==> config.mk <==
export PLATFORM = sky130hd
export DESIGN_NAME = mtd_div_stage
export DESIGN_NICKNAME = d
export VERILOG_FILES = /design/src/hw/rtl/mtd_pkg.sv /design/src/hw/rtl/mtd_div_stage.sv
export SDC_FILE = /design/constraint.sdc
export NUM_CORES = 1
export LEC_CHECK = 0
export BUFFER_PORTS_ARGS = -buffer_cell sky130_fd_sc_hd__buf_2
export CORE_AREA = 2 2 151 301
export DETAILED_ROUTE_END_ITERATION = 10
export DIE_AREA = 0 0 153 303
export PLACE_DENSITY = 0.47
export SYNTH_ARGS = -nofsm -noshare
export SYNTH_HDL_FRONTEND = slang
export SYNTH_SLANG_ARGS = --single-unit
==> constraint.sdc <==
create_clock -name clk -period 0.92 [get_ports clk]
set_input_delay 0.138 -clock clk [delete_from_list [all_inputs] [get_ports clk]]
set_output_delay 0.138 -clock clk [all_outputs]
set_load 0.005 [all_outputs]
==> src/hw/rtl/mtd_pkg.sv <==
// Package for the multiply-then-divide unit: widths, status codes, stage control.
// No dependencies.
package mtd_pkg;

    localparam int DATA_WIDTH_DEF = 64;
    localparam int STATUS_WIDTH   = 2;

    typedef enum logic [STATUS_WIDTH-1:0] {
        ST_OK       = 2'd0,
        ST_DIV_ZERO = 2'd1,
        ST_OVERFLOW = 2'd2
    } status_t;

    typedef struct packed {
        logic    valid;
        status_t status;
    } ctrl_t;

endpackage

==> src/hw/rtl/mtd_div_stage.sv <==
// One restoring division step: shift in a dividend bit, subtract if it fits.
// Depends on mtd_pkg.
module mtd_div_stage
    import mtd_pkg::*;
#(
    parameter int DATA_WIDTH = DATA_WIDTH_DEF
)
(
    input  logic                  clk,
    input  logic                  rst_n,
    input  logic                  en,
    input  ctrl_t                 ctrl_in,
    input  logic [DATA_WIDTH-1:0] rem_in,
    input  logic [DATA_WIDTH-1:0] word_in,
    input  logic [DATA_WIDTH-1:0] d_in,
    output ctrl_t                 ctrl_out,
    output logic [DATA_WIDTH-1:0] rem_out,
    output logic [DATA_WIDTH-1:0] word_out,
    output logic [DATA_WIDTH-1:0] d_out
);
    logic [DATA_WIDTH:0]   trial, diff;
    logic                  fits;
    ctrl_t                 ctrl_reg;
    logic [DATA_WIDTH-1:0] rem_reg, word_reg, d_reg;

    assign trial = {rem_in, word_in[DATA_WIDTH-1]};
    assign diff  = trial - {1'b0, d_in};
    assign fits  = !diff[DATA_WIDTH];

    always_ff @(posedge clk or negedge rst_n)
    begin
        if (!rst_n)
            ctrl_reg <= '{valid: 1'b0, status: ST_OK};
        else if (en)
            ctrl_reg <= ctrl_in;
    end

    always_ff @(posedge clk)
    begin
        if (en)
        begin
            rem_reg  <= fits ? diff[DATA_WIDTH-1:0] : trial[DATA_WIDTH-1:0];
            word_reg <= {word_in[DATA_WIDTH-2:0], fits};
            d_reg    <= d_in;
        end
    end

    assign ctrl_out = ctrl_reg;
    assign rem_out  = rem_reg;
    assign word_out = word_reg;
    assign d_out    = d_reg;
endmodule

==> out/metrics.yaml <==
period_needed_ns: 2.80
grt_pass1_vias: 11721
violations: "negative setup slack"
outcome: "finished, violations left"
critical_path_arrival_ns: 3.03
wire_per_inst_um: 18.3
synth_warnings: 0
power.density_mw_per_mm2: 1520
rsz0062_at_grt: "yes"
fmaxAchievable_ghz: 0.357
met1_usage: 0.165
finalHoldViolCount: 0
synth_top_area_frac: 0.528
path_delay_family: "simple AND/OR/NAND/NOR gates"
clockBufferDepth: 2
ys_seq_area_frac: 0.535
hpwl_um: 34800
overflow: 0
power.leakage_nw: 9.04
htree_num_levels: 4
switching_share: 0.310
use_met3: 0.0394
max_cap_viol_count: 0
fin_area_mm2: 0.0197
combPwrFrac: 0.344
drv_slew: 0
worst_slack_ns: -1.88
clock-sinks: 195
drt_wl_total_um: 43800
cp-end-kind: "register"
routed_via_density: 4.51
die_width_um: 153
grt_busiest_layer: "met2"
place.gp.congestion: 0.857
post-route-period-util: 3.05
grt_max_degree: 25
die_area_mm2: 0.0464
cts_buffers: 17
synth_seq_cells: 195
switchingPower_mw: 9.27
crit_required_ns: 1.15
die_h_um: 303
async_flop_share: 0.0154
hp-class: "input port to register"
path_clk_slew_ns: 0.09
synth_area_leaders: "edfxtp_1, ha_1, mux2_1"
synth.distinct_cells: 72
postPlaceCellArea_mm2: 0.0164
num_rows: 109
seqPwrFrac: 0.377
syn_to_final_growth_pct: 80.5
synth_ff_type: "edfxtp_1"
grt.total_usage: 0.184
cts_tree: "yes"
clk_latency_ns: 0.47
drive_gt1_frac: 0.508
cp_num_buf_inv: 3
fillerInstances: 4153
ant_nets: 0
grt_pass1_wl_um: 64300
place.port_buffers: 392
skew_ns: 0
ir_drop_mv: 1.17
cp_slowest_stage_delay_ns: 0.54
syn-num-nets: 1203
p_int_mw: 20.6
synthCells: 940
io-pin-count: 393
slew_headroom: 0.600
critical_path_class: "input port to register"
vias: 10790
cpMostUsedCell: "or4b_4"
nets: 2090
crit_fanout: 4
synth_area_mm2: 0.0109
grtUsageMet2: 0.392
firstDrtPassIters: 4
worst_hold_slack_ns: 0.0439
final_cells: 2395
avgSynthCellArea_um2: 11.6
clkPwrFrac: 0.280
cp-start-kind: "input port"
antennaDiodeCount: 0
numPlacedInstances: 2176
worst_pin_slew_ns: 0.597
antenna_found_initial: 3
core_area_mm2: 0.0441
crit_chain: "buf_12 -> inv_12 -> ha_4 -> a21o_1 -> or4b_4 -> or4b_4 -> a311o_1 -> a211oi_2 -> buf_4 -> o21ai_4 -> xor2_1 -> mux2_4"
root_buffer: "clkbuf_16"
setup-tns-final_ns: -152.08
initial_core_util: 0.248
drt_iter0_drc: 321
post-route-util: 0.447
crit_slowest_cell: "or4b_4"
synth-edff-count: 192
post-synth-top-area-cell: "edfxtp_1"
post-route-drc-count: 0
setup_viol_count_final: 260
tightest hold or removal path, cell delays in order:
cell and delay (ns):
buf_2 0.11, inv_1 0.04, mux2i_1 0.06
layout by cell type, fill, tap and decap left out, types with 8 or more instances in the layout:
cell type	Yosys	layout
nand4_1	22	22
inv_1	87	77
mux2_4	1	55
dlygate4sd3_1	0	171
buf_4	1	306
buf_2	6	381
a21oi_1	78	60
o21ai_1	17	11
nor2b_1	11	9
xor2_1	23	23
xnor2_1	34	34
edfxtp_1	192	192
ha_1	64	42
a21o_1	32	32
nor2_1	42	40
nand2_1	62	60
a21oi_2	1	12
clkbuf_16	0	18
ha_4	0	19
nand2b_1	8	8
nand3_1	10	9
buf_6	0	19
inv_12	0	8
o21ai_0	19	18
o21bai_1	15	14
buf_12	0	14
synthesized netlist by cell type (all sizes together), types with 4 or more instances:
cell type  count
mux2i          6
and3           9
nor2          42
a31oi          8
buf            7
xnor2         34
a211o          4
nand2b         8
nand3         10
nor3           8
a21oi         79
o21bai        15
nand4         22
a21o          32
mux2          60
edfxtp       192
a21boi         5
xor2          23
ha            64
a31o           4
inv           88
a211oi         6
a311oi         5
nand2         62
o21ai         36
nor2b         11
o211ai         4
or2            7
and2           5
o31ai          5
o21a           6
clkbuf        26
through the flow:
step	setup WS, ns	total power [mW]
floorplan	-2.06	15.6
CTS	-1.94	30.2
global placement	-2.57	20.1
finish	-1.88	29.9
detailed placement	-2.58	20.2
global route	-1.94	31.3
metal layers:
| metal | up-vias | part of all wire |
|---|---|---|
| met5 | - | 0.0011 |
| met4 | 6 | 0.025 |
| met3 | 56 | 0.050 |
| met2 | 335 | 0.60 |
| met1 | 5121 | 0.33 |
| li1 | 5272 | - |
final timing paths:
check	start	endpoint	slack, ns	cells past startpoint
worst max-delay path	d_in[26]	rem_out[51]$_DFFE_PP_	-1.88	12
worst min-delay path	rem_in[60]	rem_out[61]$_DFFE_PP_	0.04	3
worst max register to register	ctrl_out[0]$_DFFE_PN0P_	ctrl_out[0]$_DFFE_PN0P_	0.17	1
worst min register to register	ctrl_out[1]$_DFFE_PN0P_	ctrl_out[1]$_DFFE_PN0P_	0.52	1
max in group asynchronous	rst_n	ctrl_out[2]$_DFFE_PN0P_	0.24	3
min in group asynchronous	rst_n	ctrl_out[0]$_DFFE_PN0P_	0.52	3
cell type report:
class                   count  area (um2)  share of cell area
inverters                  88         368              0.0187
clock buffers              17         425              0.0216
repair buffers            901        6610               0.335
multi-input cells         624        5540               0.281
clock inverters            15         228              0.0116
well taps                 555         694              0.0352
flip-flops and latches    195        5840               0.296
what timing repair did:
action,4_1_cts,5_1_grt
endpoints found under the hold margin,172,0
pin swaps,28,27
setup endpoints to repair,260,260
hold buffers,171,0
gates resized for setup,118,44
setup buffers,11,8
gates cloned,3,1
state kept, by name, indices dropped and copies added (netlist names):
register	flops
ctrl_out	3
d_out	64
rem_out	64
word_out	64
power by group through the flow:
stage               combinational [mW]  clock [mW]  sequential (mW)
floorplan                         3.98           0             11.6
global placement                  8.64           0             11.5
detailed placement                8.70           0             11.5
CTS                               10.2        8.67             11.3
global route                      11.1        8.90             11.3
finish                            10.3        8.35             11.3
cells by family after synthesis:
family          after synthesis  share of synthesized area
compound gates              236                      0.141
simple gates                200                     0.0922
flops                       195                      0.535
buf+inv                     121                     0.0427
mux                          66                     0.0678
fa+ha+maj                    65                     0.0752
xor+xnor                     57                     0.0457
No activity file was read; power rests on OpenSTA's default activity.
